===== config.mk =====
export PLATFORM = sky130hd
export DESIGN_NAME = pwm_capture_duty_frequency
export DESIGN_NICKNAME = d
export VERILOG_FILES = /design/src/rtl/pcdf_pkg.sv /design/src/rtl/pwm_capture_duty_frequency.sv /design/src/rtl/pcdf_div.sv
export SDC_FILE = /design/constraint.sdc
export NUM_CORES = 1
export LEC_CHECK = 0
export ABC_CLOCK_PERIOD_IN_PS = 22000
export BUFFER_PORTS_ARGS = -buffer_cell sky130_fd_sc_hd__buf_2
export CORE_ASPECT_RATIO = 1.1
export CORE_MARGIN = 2
export CORE_UTILIZATION = 50
export CTS_CLUSTER_DIAMETER = 30
export DETAILED_ROUTE_END_ITERATION = 10
export PLACE_DENSITY = 0.74
export SLEW_MARGIN = 0
export SYNTH_ARGS = -nofsm -noshare
export SYNTH_HDL_FRONTEND = slang
export SYNTH_SLANG_ARGS = --single-unit

===== constraint.sdc =====
create_clock -name clk_i -period 22 [get_ports clk_i]
set_input_delay 1.1 -clock clk_i [delete_from_list [all_inputs] [get_ports clk_i]]
set_output_delay 1.1 -clock clk_i [all_outputs]
set_load 0.01 [all_outputs]

===== src/rtl/pcdf_pkg.sv =====
package pcdf_pkg;

  // Width of the timer stamps that take part in the period arithmetic.
  localparam int unsigned STAMP_BITS = 16;
  localparam int unsigned CaptureW   = 16;
  localparam int unsigned PeriodW    = STAMP_BITS + 1;
  localparam int unsigned DutyW      = 7;
  localparam int unsigned FreqW      = 32;
  localparam int unsigned ProdW      = STAMP_BITS + DutyW;
  localparam int unsigned DivW       = (ProdW > FreqW) ? ProdW : FreqW;
  localparam int unsigned CntW       = $clog2(DivW + 1);

  localparam int unsigned PercentScale = 100;
  localparam int unsigned TickRateReset = 250000;

  // The duty quotient never exceeds 100, so seven quotient bits suffice.
  localparam int unsigned DutySteps = DutyW;
  localparam int unsigned FreqSteps = FreqW;

  typedef logic [STAMP_BITS-1:0] stamp_t;
  typedef logic [PeriodW-1:0]    period_t;
  typedef logic [ProdW-1:0]      prod_t;
  typedef logic [DivW-1:0]       div_t;
  typedef logic [CntW-1:0]       cnt_t;

  localparam logic REQ_START = 1'b0;
  localparam logic REQ_EDGE  = 1'b1;

  typedef struct packed {
    logic    start;
    period_t divisor;
    period_t rem_init;
    div_t    feed;
    cnt_t    steps;
  } div_req_t;

  typedef struct packed {
    logic done;
    div_t quot;
  } div_rsp_t;

endpackage


===== src/rtl/pwm_capture_duty_frequency.sv =====
// Channel  | Handshake                        | Payload
// ---------+----------------------------------+-------------------------------------------
// input    | in_valid_i / in_stall_o          | req_type_i, edge_rising_i, capture_time_i
// result   | out_valid_o / out_stall_i        | duty_percent_o, frequency_hz_o, period_zero_o
// config   | cfg_valid_i / cfg_ready_o        | cfg_data_i (tick rate)
//
// Start requests and edges that do not complete a measurement are taken without a stall.
// A closing rise stalls the input through two divider loads, 7 + 32 restoring steps, the
// pickup of each quotient and the fill of the output register. A zero period skips the divider
// and stalls the input until the output register is free. Reset (rst_ni low, asynchronous)
// leaves the block idle with the tick rate at 250000. Requests keep flowing while a result
// waits; the input stalls only while a calculation runs or its result cannot reach the output.
module pwm_capture_duty_frequency import pcdf_pkg::*; (
  input  logic                clk_i,
  input  logic                rst_ni,
  input  logic                in_valid_i,
  output logic                in_stall_o,
  input  logic                req_type_i,
  input  logic                edge_rising_i,
  input  logic [CaptureW-1:0] capture_time_i,
  output logic                out_valid_o,
  input  logic                out_stall_i,
  output logic [DutyW-1:0]    duty_percent_o,
  output logic [FreqW-1:0]    frequency_hz_o,
  output logic                period_zero_o,
  input  logic                cfg_valid_i,
  output logic                cfg_ready_o,
  input  logic [FreqW-1:0]    cfg_data_i
);

  // Capture phases: waiting for the first rise, the fall, the second rise, or idle.
  typedef enum logic [1:0] {
    PH_FIRST_RISE  = 2'd0,
    PH_FALL        = 2'd1,
    PH_SECOND_RISE = 2'd2,
    PH_IDLE        = 2'd3
  } phase_e;

  // Sequencer states around the shared divider.
  typedef enum logic [1:0] {
    S_READY,
    S_DUTY,
    S_FREQ,
    S_HOLD
  } state_e;

  state_e   state_q;
  phase_e   phase_q;
  stamp_t   rise_q;
  stamp_t   fall_q;
  period_t  period_q;
  logic [FreqW-1:0] tick_rate_q;
  div_req_t div_req_q;
  div_rsp_t div_rsp;

  // Result waiting for the output register.
  logic [DutyW-1:0] res_duty_q;
  logic [FreqW-1:0] res_freq_q;
  logic             res_zero_q;

  // Output register.
  logic             out_valid_q;
  logic [DutyW-1:0] out_duty_q;
  logic [FreqW-1:0] out_freq_q;
  logic             out_zero_q;

  logic    in_accept;
  logic    closes;
  stamp_t  stamp;
  stamp_t  high_t;
  stamp_t  low_t;
  period_t period;
  prod_t   high_scaled;
  logic    out_free;
  logic    div_start;
  logic    out_load;

  assign in_stall_o  = (state_q != S_READY);
  assign in_accept   = in_valid_i && !in_stall_o;
  assign cfg_ready_o = 1'b1;

  // The stamp is reduced to the stamp width, and the high and low times wrap at that width.
  assign stamp       = stamp_t'(capture_time_i);
  assign high_t      = fall_q - rise_q;
  assign low_t       = stamp - fall_q;
  assign period      = {1'b0, high_t} + {1'b0, low_t};
  assign high_scaled = prod_t'(high_t) * prod_t'(PercentScale);

  // An edge event completes a measurement when it is the rise that the last phase awaits.
  assign closes = (req_type_i == REQ_EDGE) && (phase_q == PH_SECOND_RISE) && edge_rising_i;

  // The output register can take a new result when it is empty or being emptied.
  assign out_free = !out_valid_q || !out_stall_i;

  // A division starts on a closing edge with a non-zero period, and again once the duty
  // quotient is in; a finished result moves to the output register when that is free.
  assign div_start = (state_q == S_READY && in_accept && closes && period != '0) ||
                     (state_q == S_DUTY && div_rsp.done);
  assign out_load  = (state_q == S_HOLD) && out_free;

  always_ff @(posedge clk_i or negedge rst_ni) begin
    if (!rst_ni) begin
      tick_rate_q <= FreqW'(TickRateReset);
    end else if (cfg_valid_i && cfg_ready_o) begin
      tick_rate_q <= cfg_data_i;
    end
  end

  always_ff @(posedge clk_i or negedge rst_ni) begin
    if (!rst_ni) begin
      state_q         <= S_READY;
      phase_q         <= PH_IDLE;
      rise_q          <= '0;
      fall_q          <= '0;
      out_valid_q     <= 1'b0;
      div_req_q.start <= 1'b0;
    end else begin
      div_req_q.start <= div_start;
      if (out_load) begin
        out_valid_q <= 1'b1;
      end else if (out_valid_q && !out_stall_i) begin
        out_valid_q <= 1'b0;
      end
      case (state_q)
        S_READY: begin
          if (in_accept) begin
            if (req_type_i == REQ_START) begin
              phase_q <= PH_FIRST_RISE;
            end else begin
              case (phase_q)
                PH_FIRST_RISE: begin
                  if (edge_rising_i) begin
                    rise_q  <= stamp;
                    phase_q <= PH_FALL;
                  end
                end
                PH_FALL: begin
                  if (!edge_rising_i) begin
                    fall_q  <= stamp;
                    phase_q <= PH_SECOND_RISE;
                  end
                end
                PH_SECOND_RISE: begin
                  if (closes) begin
                    phase_q <= PH_IDLE;
                  end
                end
                default: begin
                end
              endcase
              if (closes) begin
                if (period == '0) begin
                  res_duty_q <= '0;
                  res_freq_q <= '0;
                  res_zero_q <= 1'b1;
                  state_q    <= S_HOLD;
                end else begin
                  // High time never exceeds the period, so the scaled high time shifted
                  // down by the seven quotient bits is already below the divisor.
                  period_q           <= period;
                  res_zero_q         <= 1'b0;
                  div_req_q.divisor  <= period;
                  div_req_q.rem_init <= period_t'(high_scaled >> DutySteps);
                  div_req_q.feed     <= div_t'(high_scaled[DutySteps-1:0]) << (DivW - DutySteps);
                  div_req_q.steps    <= cnt_t'(DutySteps);
                  state_q            <= S_DUTY;
                end
              end
            end
          end
        end
        S_DUTY: begin
          if (div_rsp.done) begin
            res_duty_q         <= div_rsp.quot[DutyW-1:0];
            div_req_q.divisor  <= period_q;
            div_req_q.rem_init <= '0;
            div_req_q.feed     <= div_t'(tick_rate_q) << (DivW - FreqSteps);
            div_req_q.steps    <= cnt_t'(FreqSteps);
            state_q            <= S_FREQ;
          end
        end
        S_FREQ: begin
          if (div_rsp.done) begin
            res_freq_q <= div_rsp.quot[FreqW-1:0];
            state_q    <= S_HOLD;
          end
        end
        S_HOLD: begin
          if (out_free) begin
            out_duty_q  <= res_duty_q;
            out_freq_q  <= res_freq_q;
            out_zero_q  <= res_zero_q;
            state_q     <= S_READY;
          end
        end
        default: begin
          state_q <= S_READY;
        end
      endcase
    end
  end

  pcdf_div u_div (
    .clk_i  (clk_i),
    .rst_ni (rst_ni),
    .req_i  (div_req_q),
    .rsp_o  (div_rsp)
  );

  assign out_valid_o    = out_valid_q;
  assign duty_percent_o = out_duty_q;
  assign frequency_hz_o = out_freq_q;
  assign period_zero_o  = out_zero_q;

`ifndef ASSERT_OFF
  a_duty_in_range: assert property (@(posedge clk_i) disable iff (!rst_ni)
    out_valid_o |-> out_duty_q <= DutyW'(PercentScale))
    else $error("duty above one hundred percent");

  a_zero_period_values: assert property (@(posedge clk_i) disable iff (!rst_ni)
    out_valid_o && out_zero_q |-> out_duty_q == '0 && out_freq_q == '0)
    else $error("zero period result carries non-zero values");

  a_done_while_dividing: assert property (@(posedge clk_i) disable iff (!rst_ni)
    div_rsp.done |-> state_q == S_DUTY || state_q == S_FREQ)
    else $error("divider finished outside a division state");

  a_closing_edge_stalls: assert property (@(posedge clk_i) disable iff (!rst_ni)
    in_accept && closes |=> in_stall_o)
    else $error("input not stalled after a closing edge");
`endif

endmodule


===== src/rtl/pcdf_div.sv =====
module pcdf_div import pcdf_pkg::*; (
  input  logic     clk_i,
  input  logic     rst_ni,
  input  div_req_t req_i,
  output div_rsp_t rsp_o
);

  logic    busy_q, busy_d;
  logic    done_q, done_d;
  cnt_t    cnt_q, cnt_d;
  period_t rem_q, rem_d;
  period_t dvs_q, dvs_d;
  div_t    acc_q, acc_d;

  logic [PeriodW:0]   partial;
  logic [PeriodW+1:0] trial;
  logic               fits;

  // One restoring step: bring down the next dividend bit and try the divisor.
  assign partial = {rem_q, acc_q[DivW-1]};
  assign trial   = {1'b0, partial} - {2'b00, dvs_q};
  assign fits    = ~trial[PeriodW+1];

  always_comb begin
    busy_d = busy_q;
    done_d = 1'b0;
    cnt_d  = cnt_q;
    rem_d  = rem_q;
    dvs_d  = dvs_q;
    acc_d  = acc_q;
    if (req_i.start) begin
      busy_d = 1'b1;
      cnt_d  = req_i.steps;
      rem_d  = req_i.rem_init;
      dvs_d  = req_i.divisor;
      acc_d  = req_i.feed;
    end else if (busy_q) begin
      rem_d = fits ? trial[PeriodW-1:0] : partial[PeriodW-1:0];
      acc_d = {acc_q[DivW-2:0], fits};
      cnt_d = cnt_q - cnt_t'(1);
      if (cnt_q == cnt_t'(1)) begin
        busy_d = 1'b0;
        done_d = 1'b1;
      end
    end
  end

  always_ff @(posedge clk_i or negedge rst_ni) begin
    if (!rst_ni) begin
      busy_q <= 1'b0;
      done_q <= 1'b0;
      cnt_q  <= '0;
    end else begin
      busy_q <= busy_d;
      done_q <= done_d;
      cnt_q  <= cnt_d;
    end
  end

  always_ff @(posedge clk_i) begin
    rem_q <= rem_d;
    dvs_q <= dvs_d;
    acc_q <= acc_d;
  end

  assign rsp_o.done = done_q;
  assign rsp_o.quot = acc_q;

`ifndef ASSERT_OFF
  a_busy_has_steps: assert property (@(posedge clk_i) disable iff (!rst_ni)
    busy_q |-> cnt_q != '0)
    else $error("divider busy with no steps left");

  a_done_not_busy: assert property (@(posedge clk_i) disable iff (!rst_ni)
    done_q |-> !busy_q)
    else $error("divider signals done while still busy");

  a_rem_below_divisor: assert property (@(posedge clk_i) disable iff (!rst_ni)
    busy_q |-> rem_q < dvs_q)
    else $error("partial remainder not below divisor");
`endif

endmodule

-- Word-level counts from Yosys, hierarchy flattened
Index checks and enable logic that the tools add are counted.
- equality and inequality tests: 18
- $mul: 1
- mux-type cells: 47
- add/sub/neg operators: 5
- shifts and indexed selects: 0
- order comparisons: 0
- div/mod/pow operators: 0
- bitwise logic cells: 3
- reduce and logical (&&, ||, !) cells: 33
- operators by type and width (kind ; count):
    72-bit two-way mux ; 5
    32-bit two-way mux ; 7
    72-bit case mux with 2 select lines ; 1
    32-bit case mux with 2 select lines ; 1
    17-bit two-way mux ; 3
    7-bit two-way mux ; 5
    16-bit subtractor ; 2
    2-bit two-way mux ; 11
    16-bit by 5-bit multiplier with 21-bit output, second input constant ; 1
    7-bit AND reduction ; 3
    18-bit by 17-bit subtractor with 19-bit output ; 1
    6-bit AND reduction ; 3
    16-bit by 16-bit adder with 17-bit output ; 1
    17-bit zero test ; 1
    17-bit nonzero test ; 1
    5-bit AND reduction ; 3
    7-bit case mux with 2 select lines ; 1
    6-bit two-way mux ; 2
    2-bit != test, second input constant ; 5
    2-bit nonzero test ; 5
    1-bit logical AND ; 9
    1-bit two-way mux ; 9
    3-bit != test, second input constant ; 3
    2-bit case mux with 4 select lines ; 1
    12 further kinds ; 23
- flip-flop bits (word level): 313
- word-level logic and storage cells: 131
- memories kept: 0
- memory bits (read-only): 0
- latch bits: 0
- memory bits (writable): 0
- output and inout port bits: 43

-- Depth between registers and ports, before layout
Gate-level depths: netlist of the first run.
- word-level depth: 8
- depth in mapped cells: 24
- gate-level depth less buffers: 24

-- By module
From an unflattened synthesis of the first run, not the netlist that was laid out.
- cells, all modules: 1372
- area total of the unflattened synthesis: 16513.3 µm²
- modules (own cells, without submodules) (module ; cells an instance ; times used ; area each (µm²)):
    pwm_capture_duty_frequency ; 1018 ; 1 ; 12358.1
    pcdf_div ; 354 ; 1 ; 4155.2

-- Least setup slack after synthesis of the first run
Ideal clock, no wire load.
- path kind: input -> register
- from: input capture_time_i[1]
- to: register div_req_q[10] (netlist name), enable pin
- data arrival time: 7622 ps
- stages on the path: 20
- slack: 13864 ps
- library setup time: 514 ps
- cells stage by stage: ha_1 nor2b_1 o2111ai_2 nand3_2 a31o_2 a21oi_1 o21ai_0 a21o_1 xnor2_1 ha_1 o21ai_0 nor2b_1 nor2_1 a41oi_4 o41ai_4 nor3b_1 a311oi_2 nand3_2 inv_2 a21oi_1
- word-level cells in the longest chain between the ends: 5
- RTL lines (item ; RTL line ; source):
    from (decl) ; pwm_capture_duty_frequency.sv:20 ; input logic [CaptureW-1:0] capture_time_i,
    16-bit subtractor ; pwm_capture_duty_frequency.sv:85 ; assign low_t = stamp - fall_q;
    16-bit by 16-bit adder with 17-bit output ; pwm_capture_duty_frequency.sv:86 ; assign period = {1'b0, high_t} + {1'b0, low_t};
    17-bit zero test ; pwm_capture_duty_frequency.sv:152 ; if (period == '0) begin
    2-bit != test (no source line) ; -- ;
    7-bit AND reduction (no source line) ; -- ;
    to (decl) ; pwm_capture_duty_frequency.sv:53 ; div_req_t div_req_q;
No other way between the ends.
A chain may end at the register's enable or synchronous reset.

-- Final worst setup path of the first run
- from: register fall_q[0]
- to: register res_freq_q[30], enable pin
- word-level cells in the longest chain between the ends: 5
- elaborated cells on any way between the ends: 6
- RTL lines (item ; RTL line ; source):
    from (decl) ; pwm_capture_duty_frequency.sv:50 ; stamp_t fall_q;
    from (signal assigned) ; pwm_capture_duty_frequency.sv:139 ; fall_q <= stamp;
    16-bit subtractor (on tied branches) ; pwm_capture_duty_frequency.sv:84, pwm_capture_duty_frequency.sv:85 ;
    16-bit by 16-bit adder with 17-bit output (*) ; pwm_capture_duty_frequency.sv:86 ;
    named net period[13] ; pwm_capture_duty_frequency.sv:72 ; period_t period;
    17-bit zero test (*) ; pwm_capture_duty_frequency.sv:152 ;
    2-bit by 1-bit != test with 1-bit output (no source line) (*) ; -- ;
    7-bit AND reduction (no source line) (*) ; -- ;
    to (signal assigned) ; pwm_capture_duty_frequency.sv:184 ; res_freq_q <= div_rsp.quot[FreqW-1:0];
    to (decl) ; pwm_capture_duty_frequency.sv:58 ; logic [FreqW-1:0] res_freq_q;
The timed path passes the listed nets; every way through them passes the cells marked *.

==> impl_metrics.prom, run 1 <==
# TYPE chip_impl_metric gauge
chip_impl_metric{name="cp.arrival",unit="ps"} 6240
chip_impl_metric{name="die-width",unit="µm"} 177.2
chip_impl_metric{name="share_of_the_cycle_needed_by_the_critical_path_after_routing",unit="%"} 27.64
chip_impl_metric{name="maxClockFrequency",unit="MHz"} 164.4
chip_impl_info{name="worstHoldPathType",value="flop to flop"} 1
chip_impl_metric{name="hold-path-cell-count",unit=""} 0
chip_impl_metric{name="via_count",unit=""} 10100
chip_impl_metric{name="wire_length_after_detailed_routing",unit="mm"} 30.23
chip_impl_metric{name="grt_pass1_wl",unit="mm"} 50.20
chip_impl_metric{name="viasPerCell",unit=""} 5.224
chip_impl_metric{name="gp_congestion",unit=""} 0.8462
chip_impl_metric{name="finClkSkew",unit="ps"} 21.74
chip_impl_metric{name="area_growth_syn_to_layout",unit="%"} 16.17
chip_impl_info{name="timing.critical_path.to_type",value="flop"} 1
chip_impl_metric{name="crit_path_max_incr_delay",unit="ps"} 950
chip_impl_metric{name="clock_tree.htree_level_count",unit=""} 2
chip_impl_metric{name="synth.top_cell.area_share",unit="%"} 41.84
chip_impl_metric{name="syn_inst",unit=""} 1348
chip_impl_info{name="clock_tree_root_buffer_cell",value="sky130_fd_sc_hd__clkbuf_16"} 1
chip_impl_info{name="timing.critical_path.cells",value="inv_1 > ha_1 > fa_1 > nor2b_4 > o2111ai_2 > a31oi_1 > o22ai_4 > nor2b_1 > o21ai_0 > nand2b_1 > xnor2_1 > inv_1 > ha_1 > o21ai_0 > nor2b_1 > nor2_1 > a41oi_4 > o41ai_4 > xor2_2 > nor4b_4 > nand4_1 > a21oi_4"} 1
chip_impl_metric{name="cts_resized",unit=""} 0
chip_impl_metric{name="antenna_left",unit=""} 0
chip_impl_metric{name="grt_max_degree",unit=""} 83
chip_impl_metric{name="worst_r2r_path_depth",unit=""} 22
chip_impl_metric{name="design.portCount",unit=""} 98
chip_impl_metric{name="worstMarginPinSlew",unit="ps"} 1250
chip_impl_metric{name="final-hold-violation-count",unit=""} 0
chip_impl_info{name="most-common-layout-cells",value="sky130_fd_sc_hd__edfxtp_1 (230), sky130_fd_sc_hd__inv_1 (137), sky130_fd_sc_hd__ha_1 (122), sky130_fd_sc_hd__mux2_2 (100), sky130_fd_sc_hd__buf_2 (95)"} 1
chip_impl_info{name="timing.critical_path.from_type",value="flop"} 1
chip_impl_metric{name="drive_gt1_share",unit="%"} 22.68
chip_impl_metric{name="clk_pin_slew",unit="ps"} 50
chip_impl_metric{name="grt_remaining_overflow",unit=""} 0
chip_impl_metric{name="cts_sink_cnt",unit=""} 308
chip_impl_metric{name="synthArstFlopShare",unit="%"} 25.32
chip_impl_metric{name="floorplan.die_area",unit="mm²"} 0.03448
chip_impl_metric{name="synth.net_count",unit=""} 1541
chip_impl_info{name="synth_ff_type",value="sky130_fd_sc_hd__edfxtp_1"} 1
chip_impl_metric{name="place.detailed.instances",unit=""} 1843
chip_impl_metric{name="buffer_levels_on_the_longest_clock_path",unit=""} 3
chip_impl_metric{name="drt_iter0_markers",unit=""} 486
chip_impl_metric{name="antenna_violations_before_repair",unit=""} 2
chip_impl_metric{name="critPathRequiredTime",unit="ps"} 22160
chip_impl_metric{name="final-setup-viol-count",unit=""} 0
chip_impl_metric{name="final_period_minus_worst_setup_slack",unit="ps"} 6081
chip_impl_metric{name="synth_seq_cells",unit=""} 308
chip_impl_metric{name="synth-edff-count",unit=""} 230
chip_impl_metric{name="grt.total_usage",unit="%"} 17.93
chip_impl_info{name="tritoncts",value="built"} 1
chip_impl_info{name="final_common_cell",value="sky130_fd_sc_hd__edfxtp_1"} 1
chip_impl_info{name="cell_class_contributing_the_biggest_share_of_worst_path_delay",value="compound AO/OA/AOI/OAI gates"} 1
chip_impl_info{name="outcome",value="completed"} 1
chip_impl_metric{name="post-route-drc-count",unit=""} 0
chip_impl_metric{name="post-cts-setup-buffers",unit=""} 0
chip_impl_metric{name="timing.setup.tns",unit="ps"} 0
chip_impl_metric{name="later_pin_clock_latency_in_the_skew_report",unit="ps"} 570
chip_impl_metric{name="fp.dieH",unit="µm"} 194.6
chip_impl_metric{name="detail_route.wl_per_cell",unit="µm"} 15.63
chip_impl_metric{name="insertedDiodeCount",unit=""} 0
chip_impl_metric{name="coreArea",unit="mm²"} 0.03237
chip_impl_metric{name="post-route-util",unit="%"} 59.23
chip_impl_metric{name="syn_area_per_cell",unit="µm²"} 12.25
chip_impl_metric{name="max_cap_violation_count",unit=""} 0
chip_impl_metric{name="via_count_of_the_first_global_routing_pass",unit=""} 10320
chip_impl_metric{name="worstSetupPathDepth",unit=""} 22
chip_impl_metric{name="num_rows",unit=""} 69
chip_impl_metric{name="post_synth_num_cell_types",unit=""} 86
chip_impl_metric{name="seq_area_frac_synth",unit="%"} 53.73
chip_impl_metric{name="initial_utilization",unit="%"} 50.99
chip_impl_metric{name="cts.hold.buffers_added",unit=""} 0
chip_impl_metric{name="detailed_place_hpwl",unit="mm"} 21.49
chip_impl_metric{name="stdcell_count",unit=""} 1934
chip_impl_metric{name="worst_slew_margin_rel",unit="%"} 16.50
chip_impl_metric{name="timing.final.max_slew_violations",unit=""} 0
chip_impl_metric{name="critical_path.max_fanout",unit=""} 32
chip_impl_metric{name="drt_first_pass_iters",unit=""} 4
chip_impl_info{name="yosys-top-cells-area",value="sky130_fd_sc_hd__edfxtp_1 (42%), sky130_fd_sc_hd__dfrtp_1 (10%), sky130_fd_sc_hd__ha_1 (9.3%), sky130_fd_sc_hd__mux2_2 (6.8%), sky130_fd_sc_hd__inv_1 (3.1%)"} 1
chip_impl_metric{name="post_layout_net_count",unit=""} 1661
chip_impl_metric{name="critPathBufInv",unit=""} 2
chip_impl_info{name="cpMaxStageDelayCell",value="sky130_fd_sc_hd__a21oi_4"} 1
chip_impl_metric{name="port-buffer-count",unit=""} 96
chip_impl_info{name="rsz_0062_raised_after_global_routing",value="no"} 1
chip_impl_metric{name="synthesis_warnings",unit=""} 0
chip_impl_metric{name="synth_area",unit="mm²"} 0.01651
chip_impl_info{name="synth_top_area_cell",value="sky130_fd_sc_hd__edfxtp_1"} 1
chip_impl_metric{name="cts_buffers",unit=""} 49
chip_impl_info{name="timing_worst_setup_path_type",value="flop to flop"} 1
[metrics by stage]
step,hold WS [ps],setup WS (ps),area [µm²]
2_1_floorplan,400.3,13860,16510
3_3_place_gp,401.3,15640,17480
3_5_place_dp,404.5,15540,17480
4_1_cts,401.5,15890,19180
5_1_grt,411.2,15530,19180
6_report,396.1,15920,19180
[layout make-up]
class / instances / area (µm²)
Clock buffer: 54 / 1255
Clock inverter: 37 / 440.4
Fill cell: 2493 / 13200
Inverter: 142 / 533.0
Multi-Input combinational cell: 865 / 7017
Sequential cell: 308 / 8871
Tap cell: 426 / 533.0
Timing Repair Buffer: 102 / 528.0
[worst paths after layout]
kind / to / slack (ps) / from
worst max-delay path: res_freq_q[30] / 15920 / fall_q[0]
worst min-delay path: frequency_hz_o[30] / 400 / res_freq_q[30]
worst max register to register: res_freq_q[30] / 15920 / fall_q[0]
worst min register to register: frequency_hz_o[30] / 400 / res_freq_q[30]
max in group asynchronous: fall_q[15] / 20510 / rst_ni
min in group asynchronous: state_q[0] / 490 / rst_ni
[logic make-up (layout without fill, tap and decap cells)]
group,after synthesis,in the layout,share of synthesized area [%]
and+or+nand+nor,347,347,10.92
DFF,308,308,53.73
AOI/OAI and AO/OA,205,205,8.990
buffers and inverters,175,335,4.010
adders and majority gates,138,138,11.14
muxes,103,103,7.004
xor gates and xnor gates,71,71,4.177
other,1,1,0.02272
[flip-flops by register name (all words and copies together), names as in the netlist, 2 cells and up]
register        flops
res_freq_q         32
u_div.cnt_q         6
rise_q             16
phase_q             2
duty_percent_o      7
u_div.dvs_q        17
u_div.acc_q        32
fall_q             16
u_div.rem_q        17
tick_rate_q        32
frequency_hz_o     32
period_q           17
div_req_q          68
state_q             2
res_duty_q          7
[Yosys cell counts (23+ instances only)]
cell,count
sky130_fd_sc_hd__nand2_1,85
sky130_fd_sc_hd__dfrtp_1,69
sky130_fd_sc_hd__and2_1,71
sky130_fd_sc_hd__inv_1,138
sky130_fd_sc_hd__a21oi_1,40
sky130_fd_sc_hd__xnor2_1,44
sky130_fd_sc_hd__nor2_1,78
sky130_fd_sc_hd__edfxtp_1,230
sky130_fd_sc_hd__ha_1,123
sky130_fd_sc_hd__clkbuf_1,26
sky130_fd_sc_hd__nor2b_1,23
sky130_fd_sc_hd__o21ai_0,66
sky130_fd_sc_hd__mux2_2,100
[metal layers]
layer / GRT usage [%] / routed length (µm) / vias up
li1: - / - / 5025
met1: 23.34 / 13520 / 4849
met2: 29.96 / 14760 / 167
met3: 3.169 / 1079 / 59
met4: 6.581 / 840 / 4
met5: 0 / 27 / -
Power of run 1 is not shown: default switching activity piles up to over one toggle a cycle in this logic, so the estimate is an artifact.
==> run 2, diff against run 1 <==
--- a/config.mk
+++ b/config.mk
@@ -5,7 +5,8 @@
 export SDC_FILE = /design/constraint.sdc
 export NUM_CORES = 1
 export LEC_CHECK = 0
-export ABC_CLOCK_PERIOD_IN_PS = 22000
+export ABC_AREA = 1
+export ABC_CLOCK_PERIOD_IN_PS = 5800
 export BUFFER_PORTS_ARGS = -buffer_cell sky130_fd_sc_hd__buf_2
 export CORE_ASPECT_RATIO = 1.1
 export CORE_MARGIN = 2
==> constraint.sdc (replaced) <==
create_clock -name clk_i -period 5.8 [get_ports clk_i]
set_input_delay 0.29 -clock clk_i [delete_from_list [all_inputs] [get_ports clk_i]]
set_output_delay 0.29 -clock clk_i [all_outputs]
set_load 0.01 [all_outputs]
==> impl_metrics.prom, run 2 <==
# TYPE chip_impl_metric gauge
chip_impl_info{name="outcome",value="completed"} 1
chip_impl_info{name="critical-path-top-cell-by-count",value="sky130_fd_sc_hd__nand2_1"} 1
chip_impl_metric{name="num_rows",unit=""} 70
chip_impl_metric{name="detailed_place_hpwl",unit="mm"} 24.84
chip_impl_metric{name="syn_inst",unit=""} 1739
chip_impl_metric{name="detail_route.wl_per_cell",unit="µm"} 15.16
chip_impl_metric{name="cts_buffers",unit=""} 54
chip_impl_metric{name="flip_flop_count_of_the_largest_register_after_layout",unit=""} 68
chip_impl_metric{name="post_layout_net_count",unit=""} 2101
chip_impl_metric{name="finClkSkew",unit="ps"} 52.09
chip_impl_metric{name="synth_area",unit="mm²"} 0.01671
chip_impl_metric{name="coreArea",unit="mm²"} 0.03311
chip_impl_info{name="yosys-top-cells-area",value="sky130_fd_sc_hd__edfxtp_1 (41%), sky130_fd_sc_hd__dfrtp_1 (10%), sky130_fd_sc_hd__nand2_1 (10%), sky130_fd_sc_hd__ha_1 (9.2%), sky130_fd_sc_hd__inv_1 (6.6%)"} 1
chip_impl_metric{name="gp_congestion",unit=""} 0.8695
chip_impl_metric{name="later_pin_clock_latency_in_the_skew_report",unit="ps"} 590
chip_impl_metric{name="crit_path_max_incr_delay",unit="ps"} 490
chip_impl_metric{name="seq_area_frac_synth",unit="%"} 53.09
chip_impl_metric{name="worst_slew_margin_rel",unit="%"} 20.78
chip_impl_metric{name="port-buffer-count",unit=""} 96
chip_impl_metric{name="design.portCount",unit=""} 98
chip_impl_metric{name="via_count",unit=""} 12180
chip_impl_metric{name="synth.top_cell.area_share",unit="%"} 41.34
chip_impl_metric{name="fp.dieH",unit="µm"} 195.7
chip_impl_metric{name="grt_pass1_wl",unit="mm"} 59.31
chip_impl_metric{name="post-route-drc-count",unit=""} 0
chip_impl_metric{name="floorplan.die_area",unit="mm²"} 0.03489
chip_impl_metric{name="share_of_the_cycle_needed_by_the_critical_path_after_routing",unit="%"} 92.27
chip_impl_info{name="timing_worst_setup_path_type",value="flop to flop"} 1
chip_impl_info{name="max_flop_register",value="div_req_q"} 1
chip_impl_metric{name="multiInputGateArea",unit="mm²"} 0.006598
chip_impl_metric{name="clock_tree.htree_level_count",unit=""} 2
chip_impl_metric{name="grt.total_usage",unit="%"} 21.18
chip_impl_metric{name="synthArstFlopShare",unit="%"} 25.32
chip_impl_metric{name="viasPerCell",unit=""} 5.103
chip_impl_metric{name="drt_first_pass_iters",unit=""} 5
chip_impl_metric{name="clk_pin_slew",unit="ps"} 50
chip_impl_info{name="netlist_top_cells_count",value="sky130_fd_sc_hd__nand2_1 (449), sky130_fd_sc_hd__inv_1 (292), sky130_fd_sc_hd__edfxtp_1 (230)"} 1
chip_impl_metric{name="antenna_left",unit=""} 0
chip_impl_info{name="tritoncts",value="built"} 1
chip_impl_metric{name="critPathRequiredTime",unit="ps"} 6100
chip_impl_metric{name="synth-edff-count",unit=""} 230
chip_impl_metric{name="cp.arrival",unit="ps"} 5650
chip_impl_metric{name="insertedDiodeCount",unit=""} 0
chip_impl_metric{name="grt_remaining_overflow",unit=""} 0
chip_impl_info{name="timing.critical_path.to_type",value="flop"} 1
chip_impl_metric{name="buffer_levels_on_the_longest_clock_path",unit=""} 3
chip_impl_metric{name="maxClockFrequency",unit="MHz"} 186.9
chip_impl_metric{name="nFillCells",unit=""} 2648
chip_impl_metric{name="drt_iter0_markers",unit=""} 809
chip_impl_metric{name="final-hold-violation-count",unit=""} 0
chip_impl_metric{name="initial_utilization",unit="%"} 50.46
chip_impl_metric{name="max_cap_violation_count",unit=""} 0
chip_impl_info{name="worst_hold_startpoint",value="capture_time_i[12]"} 1
chip_impl_metric{name="final-setup-viol-count",unit=""} 0
chip_impl_metric{name="via_count_of_the_first_global_routing_pass",unit=""} 12440
chip_impl_info{name="timing.critical_path.from_type",value="flop"} 1
chip_impl_info{name="final_common_cell",value="sky130_fd_sc_hd__nand2_1"} 1
chip_impl_info{name="synth_ff_type",value="sky130_fd_sc_hd__edfxtp_1"} 1
chip_impl_metric{name="synthesis_warnings",unit=""} 0
chip_impl_metric{name="grt_max_degree",unit=""} 76
chip_impl_metric{name="worstMarginPinSlew",unit="ps"} 1185
chip_impl_metric{name="area_growth_syn_to_layout",unit="%"} 20.08
chip_impl_info{name="worstHoldPathType",value="input port to flop"} 1
chip_impl_info{name="clock_tree_root_buffer_cell",value="sky130_fd_sc_hd__clkbuf_16"} 1
chip_impl_info{name="cpMaxStageDelayCell",value="sky130_fd_sc_hd__fa_1"} 1
chip_impl_metric{name="critical_path.max_fanout",unit=""} 5
chip_impl_metric{name="timing.final.max_slew_violations",unit=""} 0
chip_impl_metric{name="synth.net_count",unit=""} 1932
chip_impl_info{name="rsz_0062_raised_after_global_routing",value="no"} 1
chip_impl_metric{name="die-width",unit="µm"} 178.3
chip_impl_info{name="setup.worst_path.start",value="fall_q[0]"} 1
chip_impl_metric{name="drive_gt1_share",unit="%"} 14.99
chip_impl_info{name="synthMostInstantiatedCell",value="sky130_fd_sc_hd__nand2_1"} 1
chip_impl_metric{name="timing.setup.tns",unit="ps"} 0
chip_impl_metric{name="cts_sink_cnt",unit=""} 308
chip_impl_metric{name="post_synth_num_cell_types",unit=""} 50
chip_impl_metric{name="synth_seq_cells",unit=""} 308
chip_impl_metric{name="syn_area_per_cell",unit="µm²"} 9.607
chip_impl_metric{name="final_period_minus_worst_setup_slack",unit="ps"} 5351
chip_impl_info{name="synth_top_area_cell",value="sky130_fd_sc_hd__edfxtp_1"} 1
chip_impl_metric{name="seqCellArea",unit="mm²"} 0.008871
chip_impl_metric{name="wire_length_after_detailed_routing",unit="mm"} 36.17
chip_impl_metric{name="antenna_violations_before_repair",unit=""} 0
chip_impl_info{name="worstReg2RegStart",value="fall_q[0]"} 1
chip_impl_info{name="most-common-layout-cells",value="sky130_fd_sc_hd__nand2_1 (449), sky130_fd_sc_hd__inv_1 (290), sky130_fd_sc_hd__edfxtp_1 (230), sky130_fd_sc_hd__ha_1 (122), sky130_fd_sc_hd__o21ai_0 (98)"} 1
[run 2: changes by cell type after synthesis, moves of 12 or more]
| cell | before | now |
|---|---|---|
| sky130_fd_sc_hd__xnor2_1 | 44 | 19 |
| sky130_fd_sc_hd__o21ai_0 | 66 | 98 |
| sky130_fd_sc_hd__and2_1 | 71 | 3 |
| sky130_fd_sc_hd__mux2_2 | 100 | 29 |
| sky130_fd_sc_hd__a21oi_1 | 40 | 94 |
| sky130_fd_sc_hd__nand3_1 | 17 | 44 |
| sky130_fd_sc_hd__nand2_2 | 0 | 17 |
| sky130_fd_sc_hd__nand2_1 | 85 | 449 |
| sky130_fd_sc_hd__nor2b_1 | 23 | 0 |
| sky130_fd_sc_hd__nand2b_1 | 12 | 0 |
| sky130_fd_sc_hd__a21o_1 | 18 | 3 |
| sky130_fd_sc_hd__inv_1 | 138 | 292 |
[run 2: stage by stage]
| stage | area (µm²) | utilization (%) | hold slack, ps | setup slack, ps | std cells |
|---|---|---|---|---|---|
| 5_1_grt | 20060 | 60.60 | 39.44 | 50.59 | 2386 |
| 2_1_floorplan | 16710 | - | -5.591 | 585.2 | 1739 |
| 4_1_cts | 20060 | 60.60 | 7.532 | 496.6 | 2386 |
| 6_report | 20060 | 60.60 | 17.78 | 448.6 | 2386 |
| 3_3_place_gp | 17680 | 53.41 | 286.9 | 663.5 | 2237 |
| 3_5_place_dp | 17680 | 53.41 | 290.9 | 546.4 | 2237 |
[run 2: routing by layer]
layer  vias up  GRT usage (%)  part of all wire, %  wire length [µm]
met5         -              0                    0                 0
met4         0          7.678                  3.0              1090
met3        84          3.411                  5.1              1834
met2       315          37.09                   50             18080
met1      5722          26.42                   42             15160
li1       6055              -                    -                 -
[run 2: cells by family after synthesis]
logic type / Yosys count / share of synthesized area, %
simple gates: 649 / 16.36
other cells: 1 / 0.02245
fa+ha+maj: 138 / 11.01
xor+xnor: 42 / 2.202
mux: 29 / 1.955
compound gates: 238 / 7.819
buf+inv: 334 / 7.549
flops: 308 / 53.09
[run 2: path summary, 6_finish.rpt]
path | to | slack, ps | cells past startpoint
max | div_req_q[51] | 450 | 29
min | rise_q[12] | 20 | 3
max reg2reg | div_req_q[51] | 450 | 29
min reg2reg | frequency_hz_o[21] | 420 | 0
max in group asynchronous | rise_q[13] | 4510 | 3
min in group asynchronous | tick_rate_q[24] | 220 | 2
[run 2: cell type report]
type                    count  share of cell area (%)
inverters                 294                   5.501
well taps                 432                   2.694
repair buffers            153                   5.189
flip-flops and latches    308                   44.22
clock inverters            38                   2.488
multi-input cells        1097                   32.89
clock buffers              64                   7.023
[run 2: timing repair]
item | in CTS | in global routing
setup buffers | 0 | 0
hold endpoints to repair | 77 | 0
resized for setup | 0 | 0
hold buffers | 47 | 0
[run 2: critical path: cells and delay by family, from the launching register on]
kind | cells | cell delay [ps]
compound gates | 5 | 970
xor+xnor | 1 | 360
fa+ha+maj | 6 | 2040
buf+inv | 4 | 250
flops | 1 | 370
simple gates | 13 | 1070
Power of run 2 is left out for the same reason.
